<file path="config.mk">
export PLATFORM = sky130hd
export DESIGN_NAME = spi_flash_command_sequencer_top
export DESIGN_NICKNAME = d
export VERILOG_FILES = /design/src/hw/rtl/sfcs_pkg.sv /design/src/hw/rtl/sfcs_queue.sv /design/src/hw/rtl/sfcs_front.sv /design/src/hw/rtl/sfcs_back.sv /design/src/hw/rtl/spi_flash_command_sequencer_top.sv
export SDC_FILE = /design/constraint.sdc
export NUM_CORES = 1
export LEC_CHECK = 0
export ABC_CLOCK_PERIOD_IN_PS = 5000
export BUFFER_PORTS_ARGS = -buffer_cell sky130_fd_sc_hd__buf_2
export CAP_MARGIN = 0
export CORE_MARGIN = 4
export CORE_UTILIZATION = 25
export DETAILED_ROUTE_END_ITERATION = 10
export SLEW_MARGIN = 20
export SYNTH_ARGS = -nofsm -noshare
export SYNTH_HDL_FRONTEND = slang
export SYNTH_SLANG_ARGS = --single-unit
</file>
<file path="constraint.sdc">
create_clock -name clk_i -period 5 [get_ports clk_i]
set_input_delay 0.75 -clock clk_i [delete_from_list [all_inputs] [get_ports clk_i]]
set_output_delay 0.75 -clock clk_i [all_outputs]
set_load 0.02 [all_outputs]
</file>
<file path="src/hw/rtl/sfcs_pkg.sv">
// sfcs_pkg: shared types and constants of the spi flash command sequencer
// used by sfcs_front, sfcs_queue, sfcs_back and the top level
`timescale 1ns / 1ps

package sfcs_pkg;

  // default geometry and queue depth, all powers of two
  localparam int unsigned PAGE_BYTES_DEF   = 256;
  localparam int unsigned SECTOR_BYTES_DEF = 4096;
  localparam int unsigned QUEUE_DEPTH_DEF  = 4;

  // request modes
  typedef enum logic [3:0] {
    MODE_RDSR      = 4'd0,
    MODE_WRSR      = 4'd1,
    MODE_WREN      = 4'd2,
    MODE_WRDI      = 4'd3,
    MODE_ID        = 4'd4,
    MODE_RDSTART   = 4'd5,
    MODE_RDBYTE    = 4'd6,
    MODE_RDEND     = 4'd7,
    MODE_PGSTART   = 4'd8,
    MODE_PGBYTE    = 4'd9,
    MODE_PGEND     = 4'd10,
    MODE_SECERASE  = 4'd11,
    MODE_CHIPERASE = 4'd12,
    MODE_PDOWN     = 4'd13,
    MODE_WAKE      = 4'd14,
    MODE_EN4BYTE   = 4'd15
  } mode_e;

  // bus actions
  typedef enum logic [1:0] {
    ACT_SEND  = 2'd0,
    ACT_RAISE = 2'd1,
    ACT_POLL  = 2'd2,
    ACT_DELAY = 2'd3
  } action_e;

  // flash opcodes
  localparam logic [7:0] OP_WREN    = 8'h06;
  localparam logic [7:0] OP_WRDI    = 8'h04;
  localparam logic [7:0] OP_WRSR    = 8'h01;
  localparam logic [7:0] OP_RDSR    = 8'h05;
  localparam logic [7:0] OP_PP      = 8'h02;
  localparam logic [7:0] OP_READ    = 8'h03;
  localparam logic [7:0] OP_SE      = 8'h20;
  localparam logic [7:0] OP_CE      = 8'hC7;
  localparam logic [7:0] OP_ID      = 8'h90;
  localparam logic [7:0] OP_PD      = 8'hB9;
  localparam logic [7:0] OP_RPD     = 8'hAB;
  localparam logic [7:0] OP_EN4B    = 8'hB7;
  localparam logic [7:0] DUMMY_BYTE = 8'hFF;

  // action slots of one request, emitted in index order
  localparam int unsigned NUM_SLOTS = 18;
  localparam int unsigned SLOT_W    = 5;
  localparam int unsigned NUM_BYTES = 5;

  localparam logic [SLOT_W-1:0] SLOT_CLOSE_RAISE = 5'd0;
  localparam logic [SLOT_W-1:0] SLOT_CLOSE_POLL  = 5'd1;
  localparam logic [SLOT_W-1:0] SLOT_WREN_OP     = 5'd2;
  localparam logic [SLOT_W-1:0] SLOT_WREN_RAISE  = 5'd3;
  localparam logic [SLOT_W-1:0] SLOT_WREN_POLL   = 5'd4;
  localparam logic [SLOT_W-1:0] SLOT_OPCODE      = 5'd5;
  localparam logic [SLOT_W-1:0] SLOT_ADDR3       = 5'd6;
  localparam logic [SLOT_W-1:0] SLOT_ADDR2       = 5'd7;
  localparam logic [SLOT_W-1:0] SLOT_ADDR1       = 5'd8;
  localparam logic [SLOT_W-1:0] SLOT_ADDR0       = 5'd9;
  localparam logic [SLOT_W-1:0] SLOT_BYTE0       = 5'd10;
  localparam logic [SLOT_W-1:0] SLOT_BYTE1       = 5'd11;
  localparam logic [SLOT_W-1:0] SLOT_BYTE2       = 5'd12;
  localparam logic [SLOT_W-1:0] SLOT_BYTE3       = 5'd13;
  localparam logic [SLOT_W-1:0] SLOT_BYTE4       = 5'd14;
  localparam logic [SLOT_W-1:0] SLOT_TAIL_RAISE  = 5'd15;
  localparam logic [SLOT_W-1:0] SLOT_TAIL_POLL   = 5'd16;
  localparam logic [SLOT_W-1:0] SLOT_DELAY       = 5'd17;

  typedef logic [NUM_SLOTS-1:0] slot_mask_t;

  localparam slot_mask_t M_CLOSE = slot_mask_t'(3) << SLOT_CLOSE_RAISE;
  localparam slot_mask_t M_WREN  = slot_mask_t'(3) << SLOT_WREN_OP;
  localparam slot_mask_t M_WPOLL = slot_mask_t'(1) << SLOT_WREN_POLL;
  localparam slot_mask_t M_OP    = slot_mask_t'(1) << SLOT_OPCODE;
  localparam slot_mask_t M_ADDR3 = slot_mask_t'(1) << SLOT_ADDR3;
  localparam slot_mask_t M_ADDR  = slot_mask_t'(7) << SLOT_ADDR2;
  localparam slot_mask_t M_BYTE0 = slot_mask_t'(1) << SLOT_BYTE0;
  localparam slot_mask_t M_BYTES = slot_mask_t'(31) << SLOT_BYTE0;
  localparam slot_mask_t M_RAISE = slot_mask_t'(1) << SLOT_TAIL_RAISE;
  localparam slot_mask_t M_TAIL  = slot_mask_t'(3) << SLOT_TAIL_RAISE;
  localparam slot_mask_t M_DELAY = slot_mask_t'(1) << SLOT_DELAY;

  // one classified request as it travels from front to back
  typedef struct packed {
    slot_mask_t                      mask;
    logic [7:0]                      opcode;
    logic [31:0]                     addr;
    logic [NUM_BYTES-1:0][7:0]       bytes;
    logic [NUM_BYTES-1:0]            caps;
    logic [7:0]                      delay;
  } desc_t;

endpackage

</file>
<file path="src/hw/rtl/sfcs_queue.sv">
// sfcs_queue: short request queue between front and back
// depends on sfcs_pkg (desc_t); depth must be a power of two
`timescale 1ns / 1ps

module sfcs_queue import sfcs_pkg::*; #(
  parameter int unsigned Depth = QUEUE_DEPTH_DEF
) (
  input  logic  clk_i,
  input  logic  rst_ni,
  input  logic  push_i,
  input  desc_t push_data_i,
  input  logic  pop_i,
  output desc_t head_o,
  output logic  full_o,
  output logic  empty_o
);

  localparam int unsigned PtrW = $clog2(Depth);
  localparam int unsigned CntW = $clog2(Depth + 1);

  desc_t             mem_q [Depth];
  logic [PtrW-1:0]   wr_ptr_q, wr_ptr_d;
  logic [PtrW-1:0]   rd_ptr_q, rd_ptr_d;
  logic [CntW-1:0]   cnt_q, cnt_d;

  assign full_o  = (cnt_q == CntW'(Depth));
  assign empty_o = (cnt_q == '0);
  assign head_o  = mem_q[rd_ptr_q];

  // pointer and fill count update
  always_comb begin
    wr_ptr_d = wr_ptr_q;
    rd_ptr_d = rd_ptr_q;
    cnt_d    = cnt_q;
    if (push_i) begin
      wr_ptr_d = wr_ptr_q + PtrW'(1);
    end
    if (pop_i) begin
      rd_ptr_d = rd_ptr_q + PtrW'(1);
    end
    if (push_i && !pop_i) begin
      cnt_d = cnt_q + CntW'(1);
    end else if (!push_i && pop_i) begin
      cnt_d = cnt_q - CntW'(1);
    end
  end

  always_ff @(posedge clk_i or negedge rst_ni) begin
    if (!rst_ni) begin
      wr_ptr_q <= '0;
      rd_ptr_q <= '0;
      cnt_q    <= '0;
    end else begin
      wr_ptr_q <= wr_ptr_d;
      rd_ptr_q <= rd_ptr_d;
      cnt_q    <= cnt_d;
    end
  end

  // storage, no reset
  always_ff @(posedge clk_i) begin
    if (push_i) begin
      mem_q[wr_ptr_q] <= push_data_i;
    end
  end

endmodule

</file>
<file path="src/hw/rtl/sfcs_front.sv">
// sfcs_front: accepts requests, tracks the running page address and builds
// the action slot mask of each request; depends on sfcs_pkg
`timescale 1ns / 1ps

module sfcs_front import sfcs_pkg::*; #(
  parameter int unsigned PageBytes   = PAGE_BYTES_DEF,
  parameter int unsigned SectorBytes = SECTOR_BYTES_DEF
) (
  input  logic        clk_i,
  input  logic        rst_ni,
  input  logic        valid_i,
  output logic        ready_o,
  input  logic [3:0]  mode_i,
  input  logic [31:0] address_i,
  input  logic [7:0]  data_i,
  input  logic        four_byte_i,
  input  logic [7:0]  wake_delay_i,
  input  logic        queue_full_i,
  output logic        push_o,
  output desc_t       desc_o
);

  localparam int unsigned PageW      = $clog2(PageBytes);
  localparam logic [31:0] SectorMask = ~(32'(SectorBytes) - 32'd1);

  logic [31:0] run_q, run_d;
  logic        open_q, open_d;
  logic [31:0] run_inc;
  logic        accept;
  slot_mask_t  addr_m;
  mode_e       mode;

  assign ready_o = !queue_full_i;
  assign accept  = valid_i && ready_o;
  assign mode    = mode_e'(mode_i);
  assign run_inc = run_q + 32'd1;
  assign addr_m  = (four_byte_i ? M_ADDR3 : '0) | M_ADDR;
  assign push_o  = accept && (desc_o.mask != '0);

  // classify the request into slots
  always_comb begin
    desc_o        = '0;
    desc_o.addr   = address_i;
    desc_o.delay  = wake_delay_i;
    run_d         = run_q;
    open_d        = open_q;
    if (open_q && mode != MODE_PGSTART && mode != MODE_PGBYTE && mode != MODE_PGEND) begin
      // request dropped, only the open page is closed
      desc_o.mask = M_CLOSE;
      open_d      = 1'b0;
    end else begin
      case (mode)
        MODE_RDSR: begin
          desc_o.mask     = M_OP | M_BYTE0 | M_RAISE;
          desc_o.opcode   = OP_RDSR;
          desc_o.bytes[0] = DUMMY_BYTE;
          desc_o.caps[0]  = 1'b1;
        end
        MODE_WRSR: begin
          desc_o.mask     = M_OP | M_BYTE0 | M_RAISE;
          desc_o.opcode   = OP_WRSR;
          desc_o.bytes[0] = data_i;
        end
        MODE_WREN: begin
          desc_o.mask   = M_OP | M_RAISE;
          desc_o.opcode = OP_WREN;
        end
        MODE_WRDI: begin
          desc_o.mask   = M_OP | M_RAISE;
          desc_o.opcode = OP_WRDI;
        end
        MODE_ID: begin
          desc_o.mask     = M_OP | M_BYTES | M_RAISE;
          desc_o.opcode   = OP_ID;
          desc_o.bytes[3] = DUMMY_BYTE;
          desc_o.bytes[4] = DUMMY_BYTE;
          desc_o.caps[3]  = 1'b1;
          desc_o.caps[4]  = 1'b1;
        end
        MODE_RDSTART: begin
          desc_o.mask   = M_OP | addr_m;
          desc_o.opcode = OP_READ;
        end
        MODE_RDBYTE: begin
          desc_o.mask     = M_BYTE0;
          desc_o.bytes[0] = DUMMY_BYTE;
          desc_o.caps[0]  = 1'b1;
        end
        MODE_RDEND: begin
          desc_o.mask = M_RAISE;
        end
        MODE_PGSTART: begin
          desc_o.mask   = (open_q ? M_CLOSE : '0) | M_WREN | M_OP | addr_m;
          desc_o.opcode = OP_PP;
          run_d         = address_i;
          open_d        = 1'b1;
        end
        MODE_PGBYTE: begin
          desc_o.mask     = M_BYTE0;
          desc_o.bytes[0] = data_i;
          if (!open_q) begin
            // reopen at the running address
            desc_o.mask   = M_WREN | M_OP | addr_m | M_BYTE0;
            desc_o.opcode = OP_PP;
            desc_o.addr   = run_q;
          end
          run_d = run_inc;
          if (run_inc[PageW-1:0] == '0) begin
            // page boundary reached
            desc_o.mask = desc_o.mask | M_TAIL;
            open_d      = 1'b0;
          end else begin
            open_d = 1'b1;
          end
        end
        MODE_PGEND: begin
          desc_o.mask = open_q ? M_CLOSE : '0;
          open_d      = 1'b0;
        end
        MODE_SECERASE: begin
          desc_o.mask   = M_WREN | M_WPOLL | M_OP | addr_m | M_TAIL;
          desc_o.opcode = OP_SE;
          desc_o.addr   = address_i & SectorMask;
        end
        MODE_CHIPERASE: begin
          desc_o.mask   = M_WREN | M_WPOLL | M_OP | M_TAIL;
          desc_o.opcode = OP_CE;
        end
        MODE_PDOWN: begin
          desc_o.mask   = M_OP | M_RAISE | M_DELAY;
          desc_o.opcode = OP_PD;
        end
        MODE_WAKE: begin
          desc_o.mask   = M_OP | M_RAISE | M_DELAY;
          desc_o.opcode = OP_RPD;
        end
        default: begin
          desc_o.mask   = M_WREN | M_WPOLL | M_OP | M_TAIL;
          desc_o.opcode = OP_EN4B;
        end
      endcase
    end
  end

  // page tracking state
  always_ff @(posedge clk_i or negedge rst_ni) begin
    if (!rst_ni) begin
      run_q  <= '0;
      open_q <= 1'b0;
    end else if (accept) begin
      run_q  <= run_d;
      open_q <= open_d;
    end
  end

endmodule

</file>
<file path="src/hw/rtl/sfcs_back.sv">
// sfcs_back: walks the current request's slot mask and emits one bus
// action per unstalled cycle into an output register; uses sfcs_pkg
`timescale 1ns / 1ps

module sfcs_back import sfcs_pkg::*; (
  input  logic       clk_i,
  input  logic       rst_ni,
  input  desc_t      head_i,
  input  logic       empty_i,
  output logic       pop_o,
  output logic       valid_o,
  input  logic       ready_i,
  output logic [1:0] action_o,
  output logic [7:0] out_byte_o,
  output logic       capture_o,
  output logic       last_o
);

  desc_t             cur_q;
  slot_mask_t        mask_q, mask_d;
  slot_mask_t        low_bit;
  logic [SLOT_W-1:0] slot;
  logic              emit, is_last;
  action_e           act;
  logic [7:0]        byte_v;
  logic              cap_v;

  logic              out_valid_q;
  logic [1:0]        out_act_q;
  logic [7:0]        out_byte_q;
  logic              out_cap_q;
  logic              out_last_q;

  assign low_bit = mask_q & (~mask_q + slot_mask_t'(1));
  assign is_last = (mask_q & (mask_q - slot_mask_t'(1))) == '0;
  assign emit    = (mask_q != '0) && (!out_valid_q || ready_i);
  assign pop_o   = !empty_i && ((mask_q == '0) || (emit && is_last));

  // index of the lowest pending slot
  always_comb begin
    slot = '0;
    for (int i = NUM_SLOTS - 1; i >= 0; i--) begin
      if (mask_q[i]) begin
        slot = SLOT_W'(i);
      end
    end
  end

  // action of the selected slot
  always_comb begin
    act    = ACT_SEND;
    byte_v = '0;
    cap_v  = 1'b0;
    case (slot)
      SLOT_CLOSE_RAISE, SLOT_WREN_RAISE, SLOT_TAIL_RAISE: act = ACT_RAISE;
      SLOT_CLOSE_POLL, SLOT_WREN_POLL, SLOT_TAIL_POLL:    act = ACT_POLL;
      SLOT_WREN_OP: byte_v = OP_WREN;
      SLOT_OPCODE:  byte_v = cur_q.opcode;
      SLOT_ADDR3:   byte_v = cur_q.addr[31:24];
      SLOT_ADDR2:   byte_v = cur_q.addr[23:16];
      SLOT_ADDR1:   byte_v = cur_q.addr[15:8];
      SLOT_ADDR0:   byte_v = cur_q.addr[7:0];
      SLOT_BYTE0: begin
        byte_v = cur_q.bytes[0];
        cap_v  = cur_q.caps[0];
      end
      SLOT_BYTE1: begin
        byte_v = cur_q.bytes[1];
        cap_v  = cur_q.caps[1];
      end
      SLOT_BYTE2: begin
        byte_v = cur_q.bytes[2];
        cap_v  = cur_q.caps[2];
      end
      SLOT_BYTE3: begin
        byte_v = cur_q.bytes[3];
        cap_v  = cur_q.caps[3];
      end
      SLOT_BYTE4: begin
        byte_v = cur_q.bytes[4];
        cap_v  = cur_q.caps[4];
      end
      SLOT_DELAY: begin
        act    = ACT_DELAY;
        byte_v = cur_q.delay;
      end
      default: act = ACT_SEND;
    endcase
  end

  // pending slots of the current request
  always_comb begin
    mask_d = mask_q;
    if (pop_o) begin
      mask_d = head_i.mask;
    end else if (emit) begin
      mask_d = mask_q & ~low_bit;
    end
  end

  always_ff @(posedge clk_i or negedge rst_ni) begin
    if (!rst_ni) begin
      mask_q      <= '0;
      out_valid_q <= 1'b0;
    end else begin
      mask_q <= mask_d;
      if (emit) begin
        out_valid_q <= 1'b1;
      end else if (ready_i) begin
        out_valid_q <= 1'b0;
      end
    end
  end

  // payload registers
  always_ff @(posedge clk_i) begin
    if (pop_o) begin
      cur_q <= head_i;
    end
    if (emit) begin
      out_act_q  <= act;
      out_byte_q <= byte_v;
      out_cap_q  <= cap_v;
      out_last_q <= is_last;
    end
  end

  assign valid_o    = out_valid_q;
  assign action_o   = out_act_q;
  assign out_byte_o = out_byte_q;
  assign capture_o  = out_cap_q;
  assign last_o     = out_last_q;

endmodule

</file>
<file path="src/hw/rtl/spi_flash_command_sequencer_top.sv">
// spi_flash_command_sequencer_top: spi nor flash command sequencer
// depends on sfcs_pkg, sfcs_front, sfcs_queue and sfcs_back
//
// Usage: requests come in on the s_axis channel (mode, address, data) and
// each one turns into one to ten bus actions on the m_axis channel: send a
// byte with chip select low, raise chip select, poll until not busy, or a
// fixed delay. tlast marks the final action of a request; a program end
// with no page open makes no action at all. Registers four_byte_address
// (0x0) and wake_delay_us (0x4) sit on the APB port; the user must write
// them only while the block is idle, which the block does not enforce.
// Timing: the front takes one request per clock while the queue has room,
// so several requests can follow back to back. The first action of a
// request passes the queue, the back's mask and current-request registers
// and the output register; the back then emits one action per clock while
// m_axis is not stalled; the action slot walker in the back sets that rate.
// Stalls: when m_axis_tready is low the output register holds, the back
// halts and the queue fills; s_axis_tready drops once it is full.
// Reset: the running address clears, no page is open, 24-bit addressing,
// a wake delay of 3, queue and output empty.
`timescale 1ns / 1ps

module spi_flash_command_sequencer_top import sfcs_pkg::*; #(
  parameter int unsigned PageBytes   = PAGE_BYTES_DEF,
  parameter int unsigned SectorBytes = SECTOR_BYTES_DEF,
  parameter int unsigned QueueDepth  = QUEUE_DEPTH_DEF
) (
  input  logic        clk_i,
  input  logic        rst_ni,
  // request channel
  input  logic        s_axis_tvalid,
  output logic        s_axis_tready,
  input  logic [47:0] s_axis_tdata,   // mode[3:0], address[35:4], data[43:36], zero fill
  // action channel
  output logic        m_axis_tvalid,
  input  logic        m_axis_tready,
  output logic [7:0]  m_axis_tdata,   // out_byte[7:0]
  output logic [2:0]  m_axis_tuser,   // action[1:0], capture[2]
  output logic        m_axis_tlast,
  // register port
  input  logic        psel,
  input  logic        penable,
  input  logic        pwrite,
  input  logic [2:0]  paddr,
  input  logic [31:0] pwdata,
  output logic [31:0] prdata,
  output logic        pready
);

  logic        four_byte_q;
  logic [7:0]  wake_delay_q;
  logic        cfg_wr;
  logic        push, pop, full, empty;
  desc_t       push_desc, head_desc;
  logic [1:0]  action;
  logic        capture;

  // configuration registers
  assign pready = 1'b1;
  assign cfg_wr = psel && penable && pwrite && pready;
  assign prdata = paddr[2] ? {24'd0, wake_delay_q} : {31'd0, four_byte_q};

  always_ff @(posedge clk_i or negedge rst_ni) begin
    if (!rst_ni) begin
      four_byte_q  <= 1'b0;
      wake_delay_q <= 8'd3;
    end else if (cfg_wr) begin
      if (paddr[2]) begin
        wake_delay_q <= pwdata[7:0];
      end else begin
        four_byte_q <= pwdata[0];
      end
    end
  end

  // request classification
  sfcs_front #(
    .PageBytes   (PageBytes),
    .SectorBytes (SectorBytes)
  ) u_front (
    .clk_i        (clk_i),
    .rst_ni       (rst_ni),
    .valid_i      (s_axis_tvalid),
    .ready_o      (s_axis_tready),
    .mode_i       (s_axis_tdata[3:0]),
    .address_i    (s_axis_tdata[35:4]),
    .data_i       (s_axis_tdata[43:36]),
    .four_byte_i  (four_byte_q),
    .wake_delay_i (wake_delay_q),
    .queue_full_i (full),
    .push_o       (push),
    .desc_o       (push_desc)
  );

  // decoupling queue
  sfcs_queue #(
    .Depth (QueueDepth)
  ) u_queue (
    .clk_i       (clk_i),
    .rst_ni      (rst_ni),
    .push_i      (push),
    .push_data_i (push_desc),
    .pop_i       (pop),
    .head_o      (head_desc),
    .full_o      (full),
    .empty_o     (empty)
  );

  // action generation
  sfcs_back u_back (
    .clk_i      (clk_i),
    .rst_ni     (rst_ni),
    .head_i     (head_desc),
    .empty_i    (empty),
    .pop_o      (pop),
    .valid_o    (m_axis_tvalid),
    .ready_i    (m_axis_tready),
    .action_o   (action),
    .out_byte_o (m_axis_tdata),
    .capture_o  (capture),
    .last_o     (m_axis_tlast)
  );

  assign m_axis_tuser = {capture, action};

endmodule

</file>
==> run_results.csv, run 1 <==
group,metric,value,unit
floorplanning,core-area,69900,um^2
final_layout,stdcell_count,2199,
synth,avgSynthCellArea,15.4,um^2
clock_tree,cts_buffers,43,
worst_setup_path,cp.arrival,4.06,ns
clock_tree,clk_pin_slew,0.06,ns
floorplanning,io_pins,137,
timing,slew_viol_final,0,
synth,synth_area_leaders,"edfxtp_1 59%, dfrtp_1 9.4%, mux4_2 8.8%",
floorplanning,start_util,25.2,%
final_layout,stdcell_area,20400,um^2
routing,drt-total-wl,42200,um
status,outcome,"complete, no violations",
clock_tree,tritoncts_num_sinks,414,
routing,viasPerCell,4.71,
synth,yosysMostFrequentCell,"edfxtp_1",
clock_tree,cts-htree-levels,2,
grt,grt_pass1_wl,62900,um
synth,ys_types,71,
grt,grt_overflow_total,0,
routing,first_pass_iters,7,
placement,place_area,19000,um^2
timing,tns,0,ns
worst_setup_path,cp_max_fo,10,
worst_setup_path,crit_type,"flip-flop to flip-flop",
placement,dp_cells,2120,
worst_setup_path,path_delay_family,"adder cells",
clock_tree,cts.repair.resized,0,
synth,synthArstFlopShare,16.4,%
synth,synth_common_cells,"346 x edfxtp_1, 79 x a21oi_1, 76 x nand2_1, 69 x mux4_2, 66 x dfrtp_1",
timing,finalCritPeriodShare,72.3,%
final_layout,layout-drive-gt1-share,24.0,%
grt,gr-usage-all-layers,11.0,%
timing,hold_viol_final,0,
clock_tree,cts_hold_buf,0,
final_layout,fillers,7003,
synth,netlist_area,17600,um^2
placement,port-buffer-count,81,
synth,ys.flop_type,"edfxtp_1",
clock_tree,postCtsSetupRepairBufs,0,
clock_tree,cts_tree,"yes",
placement,dpl.hpwl,28400,um
floorplanning,num_rows,97,
timing,worst_hold_slack,0.230,ns
timing,fin_ws,1.39,ns
worst_setup_path,crit_chain,"nor4_1 -> nand4_1 -> maj3_1 -> o22ai_1 -> a41oi_1 -> ha_1 -> inv_1 -> fa_1 -> mux2_2",
timing,finalSetupViolCount,0,
worst_setup_path,max_stage_delay,0.61,ns
synth,synth_edf_count,346,
worst_setup_path,endpoint_kind,"flip-flop",
power_and_ir_drop,p_leak,0.00700,uW
synth,synth_seq_cells,414,
routing,via_count,10367,
hold_path,hold_path_class,"input port to async pin",
worst_setup_path,cp-start-kind,"flip-flop",
floorplanning,die_h,273,um
synth,ys_seq_area_share,68.7,%
routing,drt-initial-drc-count,890,
timing,grt_setup_unrepaired,"no",
timing,relSlewSlack,35.0,%
worst_setup_path,crit_buf_inv,1,
power_and_ir_drop,peakVddDrop,318,uV
clock_tree,clk_latency,0.56,ns
placement,post-place-ws,1.21,ns
floorplanning,die-area,74800,um^2
floorplanning,die_w,273,um
final_layout,multiInputGateArea,5130,um^2
timing,fin_crit,3.61,ns
final_layout,regArea,12100,um^2
synth,ys_warn_count,0,
synth,yosys.area.top_type,"edfxtp_1",
timing,tightest_slew,0.975,ns
clock_tree,clockRootBuffer,"clkbuf_16",
clock_tree,cts_buffer_depth,3,
routing,drc_errors,0,
synth,synth_top_area_share,59.0,%
routing,routedWlPerCell,19.2,um
grt,antenna_found_initial,7,
routing,ant_nets,0,
worst_setup_path,slowest_stage,"nor4_1",
timing,fin_skew,0.0195,ns
power_and_ir_drop,powerDensity,593,nW/um^2
final_layout,nNetsFinal,1322,
grt,grt_pass1_vias,10029,
final_layout,antenna_cells,0,
run,maxCapViolCount,0,
synth,synth_cells,1146,
grt,grt_max_degree,60,
placement,gp_congestion,0.852,
worst_setup_path,required,5.45,ns
final_layout,syn_to_final_growth,15.9,%
timing,fmax,0.277,GHz
## logic make-up after synthesis
kind of cell / Yosys count / synth area share [%]
xor+xnor: 10 / 0.497
compound gates: 236 / 8.60
flops: 414 / 68.7
simple gates: 271 / 7.81
fa+ha+maj: 9 / 0.653
other cells: 2 / 0.0426
mux: 100 / 10.8
buf+inv: 104 / 2.94
## metal layers
layer | global-route usage (%) | part of all wire, %
met5 | 0 | 0.024
met2 | 18.9 | 50
met1 | 14.0 | 41
met4 | 3.20 | 2.3
met3 | 2.33 | 6.3
## final cells by class
class / count / area share (%)
Clock buffer: 62 / 5.92
Multi-Input combinational cell: 651 / 25.1
Sequential cell: 414 / 59.2
Tap cell: 940 / 5.76
Clock inverter: 17 / 0.852
Timing Repair Buffer: 100 / 2.82
Inverter: 15 / 0.276
## power by group
group | switching, uW | internal [uW]
clock | 1280 | 1840
combinational | 2100 | 1380
sequential | 625 | 4880
## per-stage QoR
| stage | utilization (%) | total power, uW |
|---|---|---|
| floorplan | - | 7850 |
| global placement | 27.2 | 8970 |
| detailed placement | 27.2 | 9070 |
| CTS | 29.2 | 12200 |
| global route | 29.2 | 12700 |
| finish | 29.2 | 12100 |
## worst reg2reg max path, delay by kind of cell (launching register included)
family,cells,cell delay [ns]
AO/OA/AOI/OAI,2,0.55
adder cells (fa/ha/maj),3,1.13
buffers and inverters,1,0.08
flip-flops,1,0.48
multiplexers,1,0.27
AND/OR/NAND/NOR,2,0.98
## worst paths after layout
check	startpoint	to	slack, ns	cells after the start
min in group clk_i	pwdata[4]	wake_delay_q[4]	0.43	2
worst max register to register	u_back.mask_q[7]	u_queue.cnt_q[1]	1.39	9
worst max-delay path	u_back.mask_q[7]	u_queue.cnt_q[1]	1.39	9
worst min register to register	u_queue.cnt_q[2]	u_queue.cnt_q[2]	0.53	1
worst min-delay path	rst_ni	wake_delay_q[7]	0.23	1
max in group asynchronous	rst_ni	u_queue.rd_ptr_q[0]	3.84	2
## placed cells by master, fill, tap and decap left out, drive strengths merged, types with 6 or more instances in the layout
| cell | Yosys | routed |
|---|---|---|
| a21oi | 79 | 79 |
| xnor2 | 6 | 6 |
| nand4 | 10 | 10 |
| clkbuf | 46 | 62 |
| or4 | 6 | 6 |
| ha | 6 | 6 |
| nor2 | 46 | 46 |
| o22ai | 24 | 24 |
| edfxtp | 346 | 346 |
| a222oi | 6 | 6 |
| inv | 14 | 19 |
| nor3 | 24 | 24 |
| a221oi | 9 | 9 |
| buf | 43 | 100 |
| mux2 | 31 | 31 |
| or2 | 9 | 9 |
| nand3 | 32 | 32 |
| a21o | 11 | 11 |
| o21ai | 45 | 45 |
| nand2b | 7 | 7 |
| or3 | 9 | 9 |
| nor4 | 14 | 14 |
| clkinv | 1 | 9 |
| a22oi | 7 | 7 |
| a22o | 16 | 16 |
| conb | 2 | 25 |
| and3 | 10 | 10 |
| nand2 | 79 | 79 |
| mux4 | 69 | 69 |
| dfrtp | 66 | 66 |
| and2 | 16 | 16 |
| o31ai | 11 | 11 |
## registers in the layout (all words and copies together), names as in the netlist
register	flops
u_back.last_o	1
four_byte_q	1
wake_delay_q	8
u_queue.rd_ptr_q	2
u_back.valid_o	1
u_back.out_byte_o	8
u_queue.mem_q	276
u_queue.wr_ptr_q	2
u_back.action_o	2
u_back.capture_o	1
u_front.open_q	1
u_back.cur_q	58
u_queue.cnt_q	3
u_back.mask_q	18
u_front.run_q	32
Power figures use the tool's default switching activity.
==> run 2, diff against run 1 <==
--- a/config.mk
+++ b/config.mk
@@ -5,7 +5,8 @@
 export SDC_FILE = /design/constraint.sdc
 export NUM_CORES = 1
 export LEC_CHECK = 0
-export ABC_CLOCK_PERIOD_IN_PS = 5000
+export ABC_AREA = 1
+export ABC_CLOCK_PERIOD_IN_PS = 3300
 export BUFFER_PORTS_ARGS = -buffer_cell sky130_fd_sc_hd__buf_2
 export CAP_MARGIN = 0
 export CORE_MARGIN = 4
==> constraint.sdc (replaced) <==
create_clock -name clk_i -period 3.3 [get_ports clk_i]
set_input_delay 0.495 -clock clk_i [delete_from_list [all_inputs] [get_ports clk_i]]
set_output_delay 0.495 -clock clk_i [all_outputs]
set_load 0.02 [all_outputs]
==> run_results.csv, run 2 <==
group,metric,value,unit
grt,grt_pass1_wl,73200,um
final_layout,top_regs,"u_queue.mem_q (276), u_back.cur_q (58), u_front.run_q (32)",
synth,yosys.area.top_type,"edfxtp_1",
grt,grt_max_degree,106,
grt,grt_pass1_vias,12447,
synth,ys_warn_count,0,
power_and_ir_drop,power.switching,7390,uW
hold_path,hold_path_class,"input port to async pin",
synth,synth_area_leaders,"edfxtp_1 57%, dfrtp_1 9.1%, o21ai_0 6.3%",
clock_tree,cts_hold_buf,0,
timing,relSlewSlack,37.8,%
grt,antenna_found_initial,3,
timing,hold_viol_final,36,
power_and_ir_drop,power.share.clock,25.1,%
synth,synth_edf_count,346,
final_layout,antenna_cells,0,
routing,viasPerCell,4.63,
power_and_ir_drop,p_comb_share,34.7,%
floorplanning,die_w,278,um
final_layout,final_cell_mix,"346 x edfxtp_1, 255 x nor2_1, 228 x o21ai_0",
routing,drt-initial-drc-count,1162,
timing,fin_skew,0.0310,ns
final_layout,fillers,7349,
timing,finalSetupViolCount,0,
final_layout,stdcell_count,2813,
timing,worst_hold_slack,-0.0261,ns
routing,first_pass_iters,5,
synth,synthArstFlopShare,16.4,%
final_layout,syn_to_final_growth,19.3,%
placement,dp_cells,2731,
floorplanning,num_rows,98,
final_layout,largest_reg_flops,276,
floorplanning,die-area,77400,um^2
synth,yosysMostFrequentCell,"edfxtp_1",
power_and_ir_drop,powerDensity,891,nW/um^2
worst_setup_path,cp_max_fo,4,
synth,avgSynthCellArea,10.7,um^2
synth,ys_seq_area_share,66.3,%
placement,gp_congestion,0.855,
worst_setup_path,crit_type,"flip-flop to flip-flop",
grt,grt_overflow_total,0,
floorplanning,die_h,278,um
timing,finalCritPeriodShare,92.2,%
power_and_ir_drop,peakVddDrop,529,uV
routing,drc_errors,0,
clock_tree,clockRootBuffer,"clkbuf_16",
grt,gr-usage-all-layers,11.9,%
power_and_ir_drop,intPower,12000,uW
placement,place_area,20300,um^2
timing,fmax,0.329,GHz
synth,synth_seq_cells,414,
clock_tree,cts-htree-levels,2,
placement,port-buffer-count,81,
synth,ys_types,51,
final_layout,stdcell_area,21800,um^2
synth,synth_common_cells,"346 x edfxtp_1, 260 x nor2_1, 229 x o21ai_0, 185 x nand2_1, 163 x inv_1",
status,violations,"hold timing",
floorplanning,core-area,71900,um^2
run,maxCapViolCount,0,
clock_tree,tritoncts_num_sinks,414,
synth,synth_cells,1699,
final_layout,largest_register,"u_queue.mem_q",
synth,netlist_area,18200,um^2
timing,slew_viol_final,0,
floorplanning,start_util,25.4,%
power_and_ir_drop,p_leak,0.00834,uW
routing,via_count,13018,
synth,ys.flop_type,"edfxtp_1",
power_and_ir_drop,swShare,38.1,%
clock_tree,clk_latency,0.58,ns
floorplanning,io_pins,137,
routing,routedWlPerCell,17.0,um
worst_setup_path,endpoint_kind,"flip-flop",
clock_tree,cts.repair.resized,0,
synth,synth_top_area_share,56.9,%
worst_setup_path,required,3.75,ns
power_and_ir_drop,p_seq_share,40.2,%
routing,drt-total-wl,47800,um
clock_tree,cts_buffer_depth,3,
final_layout,nNetsFinal,1924,
timing,grt_setup_unrepaired,"no",
final_layout,final_common_cell,"edfxtp_1",
clock_tree,postCtsSetupRepairBufs,0,
final_layout,layout-drive-gt1-share,15.2,%
power_and_ir_drop,total_power,19400,uW
timing,tightest_slew,0.933,ns
clock_tree,clk_pin_slew,0.06,ns
status,outcome,"finished, violations left",
placement,dpl.hpwl,32500,um
timing,fin_crit,3.04,ns
clock_tree,cts_buffers,44,
clock_tree,cts_tree,"yes",
worst_setup_path,cp.arrival,3.49,ns
routing,ant_nets,0,
worst_setup_path,cp-start-kind,"flip-flop",
[run 2: changes by cell type in the layout (fill, tap and decap cells not counted), sizes merged, moves of 60 or more]
cell | before | now
nor2 | 46 | 265
o21ai | 45 | 236
inv | 19 | 179
nand2 | 79 | 190
mux4 | 69 | 0
buf | 100 | 160
[run 2: path summary, 6_finish.rpt]
path	from	end	slack [ns]	cells after the start
worst max-delay path	u_front.run_q[1]	u_queue.cnt_q[2]	0.26	18
worst min-delay path	rst_ni	u_queue.cnt_q[2]	-0.03	1
worst max register to register	u_front.run_q[1]	u_queue.cnt_q[2]	0.26	18
worst min register to register	u_queue.cnt_q[0]	u_queue.cnt_q[0]	0.54	1
max in group asynchronous	rst_ni	u_front.run_q[5]	2.78	1
min in group clk_i	pwdata[1]	wake_delay_q[1]	0.17	2
[run 2: power by group through the flow]
stage	clock network (uW)	logic [uW]	registers [uW]
2_1_floorplan	0	4170	7750
3_3_place_gp	0	6590	7860
3_5_place_dp	0	6730	7900
4_1_cts	4970	6750	7800
5_1_grt	5220	7470	7920
6_report	4870	6730	7800
[run 2: through the flow]
step                      util, %  setup TNS, ns  setup slack (ns)
final                        30.3              0             0.256
after global routing         30.3              0            0.0180
after CTS                    30.3              0             0.160
after detailed placement     28.3              0            0.0160
after global placement       28.3        -0.0243           -0.0243
after floorplan                 -              0            0.0306
[run 2: critical path, stage by stage (launching register included)]
cell     delay (ns)
dfrtp_1        0.36
ha_2           0.19
nand2_2        0.08
nor2_2         0.11
nand2_1        0.09
xor2_1         0.16
or3_1          0.32
nor4_2         0.14
buf_4          0.19
inv_1          0.07
nand2_2        0.10
o21ai_4        0.07
inv_2          0.09
ha_1           0.15
inv_1          0.06
fa_1           0.37
a21oi_1        0.15
o21ai_1        0.09
xor2_1         0.14
[run 2: metal layers]
layer,global-route usage (%),routed length (um),vias to the layer above
met2,19.3,22300,458
met5,0,0,-
met4,3.67,1300,0
met1,16.5,21500,6332
met3,1.90,2660,78
li1,-,-,6150
[run 2: kinds of logic (layout without fill, tap and decap cells)]
group,Yosys count,count (layout),synth area share [%]
AO/OA/AOI/OAI,419,419,12.8
other,2,25,0.0412
adder cells (fa/ha/maj),7,7,0.521
multiplexers,7,7,0.432
flip-flops,414,414,66.3
buffers and inverters,279,420,6.38
XOR/XNOR,20,20,0.960
AND/OR/NAND/NOR,551,551,12.6
[run 2: area by class of cell]
| type | instances | area (um^2) | area share, % |
|---|---|---|---|
| Sequential cell | 414 | 12100 | 55.6 |
| Multi-Input combinational cell | 1029 | 5120 | 23.5 |
| Timing Repair Buffer | 160 | 1250 | 5.77 |
| Tap cell | 950 | 1190 | 5.46 |
| Clock buffer | 50 | 1120 | 5.16 |
| Inverter | 178 | 669 | 3.08 |
| Clock inverter | 32 | 307 | 1.41 |
==> run 3, diff against run 2 <==
--- a/config.mk
+++ b/config.mk
@@ -12,7 +12,7 @@
 export CORE_MARGIN = 4
 export CORE_UTILIZATION = 25
 export DETAILED_ROUTE_END_ITERATION = 10
-export SLEW_MARGIN = 20
 export SYNTH_ARGS = -nofsm -noshare
 export SYNTH_HDL_FRONTEND = slang
+export SYNTH_HIERARCHICAL = 1
 export SYNTH_SLANG_ARGS = --single-unit
==> run_results.csv, run 3 <==
group,metric,value,unit
status,outcome,"complete, no violations",
worst_setup_path,max_stage_delay,0.43,ns
grt,gr-usage-all-layers,11.1,%
clock_tree,cts_buffers,61,
floorplanning,start_util,25.3,%
routing,ant_nets,0,
worst_setup_path,required,3.80,ns
grt,grt_pass1_vias,17311,
grt,grt_pass1_wl,103000,um
synth,synth_cells,2625,
power_and_ir_drop,swShare,38.0,%
clock_tree,cts-htree-levels,2,
timing,fin_skew,0.0309,ns
routing,drc_errors,0,
floorplanning,die_w,344,um
synth,ys_types,48,
floorplanning,die-area,118000,um^2
timing,tightest_slew,0.986,ns
synth,ys.flop_type,"edfxtp_1",
grt,grt_max_degree,115,
final_layout,layout-drive-gt1-share,12.4,%
synth,ys_warn_count,6,
floorplanning,die_h,344,um
power_and_ir_drop,p_leak,0.0127,uW
grt,use_met1,15.5,%
final_layout,largest_reg_flops,444,
floorplanning,num_rows,122,
timing,fin_ws,0.239,ns
routing,viasPerCell,4.33,
timing,relSlewSlack,34.2,%
synth,netlist_area,28200,um^2
synth,synth_seq_cells,617,
timing,finalSetupViolCount,0,
power_and_ir_drop,peakVddDrop,553,uV
clock_tree,clk_pin_slew,0.06,ns
routing,via_count,18292,
final_layout,final_common_cell,"nand2_1",
final_layout,top_regs,"u_queue/mem_q (444), u_back/cur_q (93), u_front/run_q (32)",
timing,finalCritPeriodShare,92.8,%
worst_setup_path,slowest_stage,"dfrtp_1",
clock_tree,clk_latency,0.64,ns
final_layout,final_cell_mix,"696 x nand2_1, 549 x edfxtp_1, 377 x inv_1",
hold_path,hold_path_class,"input port to flip-flop",
worst_setup_path,ff2ff_setup_slack,0.24,ns
clock_tree,tritoncts_num_sinks,617,
final_layout,syn_to_final_growth,14.5,%
grt,met2_usage,18.0,%
hold_path,hold_start,"pwdata[1]",
final_layout,stdcell_count,4224,
final_layout,final_util,29.0,%
worst_setup_path,endpoint_kind,"flip-flop",
synth,synth_top_area_share,58.6,%
synth,synth_common_cells,"710 x nand2_1, 549 x edfxtp_1, 382 x inv_1, 240 x o211ai_1, 125 x nor2_1",
routing,drt-initial-drc-count,1627,
final_layout,antenna_cells,0,
synth,yosys.area.top_type,"edfxtp_1",
grt,grtUsageMet3,1.58,%
worst_setup_path,cp-start-kind,"flip-flop",
synth,synth_edf_count,549,
power_and_ir_drop,total_power,30400,uW
synth,yosysMostFrequentCell,"nand2_1",
hold_path,hold_depth,3,
worst_setup_path,r2r-start,"u_back/mask_q[4]",
placement,port-buffer-count,81,
hold_path,min_to,"wake_delay_q[1]",
synth,synth_area_leaders,"edfxtp_1 59%, nand2_1 9.5%, o211ai_1 6.4%",
final_layout,largest_register,"u_queue/mem_q",
power_and_ir_drop,p_seq_share,40.9,%
grt,grt_most_used_layer,"met2",
grt,grt_overflow_total,0,
power_and_ir_drop,p_comb_share,35.5,%
clock_tree,clockRootBuffer,"clkbuf_16",
power_and_ir_drop,intPower,18800,uW
timing,hold_viol_final,0,
worst_setup_path,crit_chain,"nor2_2 -> inv_2 -> nor2_4 -> nand2_1 -> nor2_4 -> inv_2 -> nor2_4 -> nor2_1 -> nor4_2 -> nand3_1 -> nor2_2 -> nand2_2 -> a21oi_4 -> inv_2 -> ha_1 -> inv_1 -> fa_1 -> nand2_1 -> nand2_1",
grt,antenna_found_initial,5,
floorplanning,io_pins,137,
final_layout,nNetsFinal,2782,
worst_setup_path,cp_max_fo,5,
synth,avgSynthCellArea,10.7,um^2
placement,gp_congestion,0.881,
placement,dp_cells,4106,
power_and_ir_drop,power.share.clock,23.6,%
worst_setup_path,regToRegEndpoint,"u_queue/cnt_q[1]",
power_and_ir_drop,powerDensity,942,nW/um^2
timing,fmax,0.327,GHz
floorplanning,core-area,111000,um^2
worst_setup_path,crit_type,"flip-flop to flip-flop",
routing,first_pass_iters,6,
routing,routedWlPerCell,15.7,um
placement,post-place-ws,0.215,ns
clock_tree,cts_buffer_depth,3,
timing,worst_hold_slack,0.0999,ns
worst_setup_path,cp.arrival,3.56,ns
routing,drt-total-wl,66500,um
worst_setup_path,rr_worst_depth,19,
synth,synthArstFlopShare,11.0,%
timing,fin_crit,3.06,ns
placement,dpl.hpwl,43300,um
timing,slew_viol_final,0,
run,maxCapViolCount,0,
clock_tree,cts_tree,"yes",
synth,ys_seq_area_share,64.6,%
power_and_ir_drop,power.switching,11500,uW
-- run 3: cell families after synthesis --
logic type,share of synthesized area [%]
compound gates,9.05
xor+xnor,0.249
fa+ha+maj,0.338
buf+inv,10.1
flops,64.6
other cells,0.0400
simple gates,15.6
-- run 3: per-layer routing --
| metal | wire [um] | share of wire, % |
|---|---|---|
| met1 | 30600 | 46 |
| met2 | 30500 | 46 |
| met3 | 3670 | 5.5 |
| met4 | 1700 | 2.6 |
| met5 | 13 | 0.020 |
-- run 3: worst max path at each step --
stage                          start             endpoint  slack [ns]  cells after the start
global placement    u_back/mask_q[1]     u_queue/cnt_q[2]        0.29                     22
global route        u_back/mask_q[1]     u_queue/cnt_q[1]     -0.0003                     19
CTS                 u_back/mask_q[7]     u_queue/cnt_q[1]        0.17                     19
floorplan            s_axis_tdata[2]  u_queue/mem_q[1][0]       -0.12                     14
detailed placement  u_back/mask_q[7]     u_queue/cnt_q[1]        0.21                     19
finish              u_back/mask_q[4]     u_queue/cnt_q[1]        0.24                     19
-- run 3: area by class of cell --
type	instances	area, um^2
Clock buffer	69	1580
Tap cell	1488	1860
Inverter	397	1540
Clock inverter	45	495
Timing Repair Buffer	146	1170
Fill cell	11338	79000
Sequential cell	617	18200
Multi-Input combinational cell	1462	7400
-- run 3: power groups by stage --
stage                     sequential, uW  combinational, uW  clock [uW]
after global placement             12600              10600           0
after global routing               12600              12100        7690
final                              12400              10800        7170
after detailed placement           12600              10800           0
after floorplan                    12200               7810           0
after CTS                          12500              10800        7360
-- run 3: critical path: cells and delay by family, from the launching register on --
kind | cells | cell delay [ns]
buf+inv | 4 | 0.29
fa+ha+maj | 2 | 0.61
compound gates | 1 | 0.21
flops | 1 | 0.43
simple gates | 12 | 1.39
-- run 3: repair_timing --
action                                  CTS  global route
endpoints found under the setup margin    0            90
gates resized for setup                   0             7
setup buffers                             0             3
endpoints found under the hold margin    45             0
hold buffers                              1             0
-- run 3: per-stage QoR --
stage	setup TNS, ns	cell area (um^2)
5_1_grt	-0.000301	32200
2_1_floorplan	-49.77	28500
3_5_place_dp	0	30100
4_1_cts	0	32200
6_report	0	32200
3_3_place_gp	0	30100
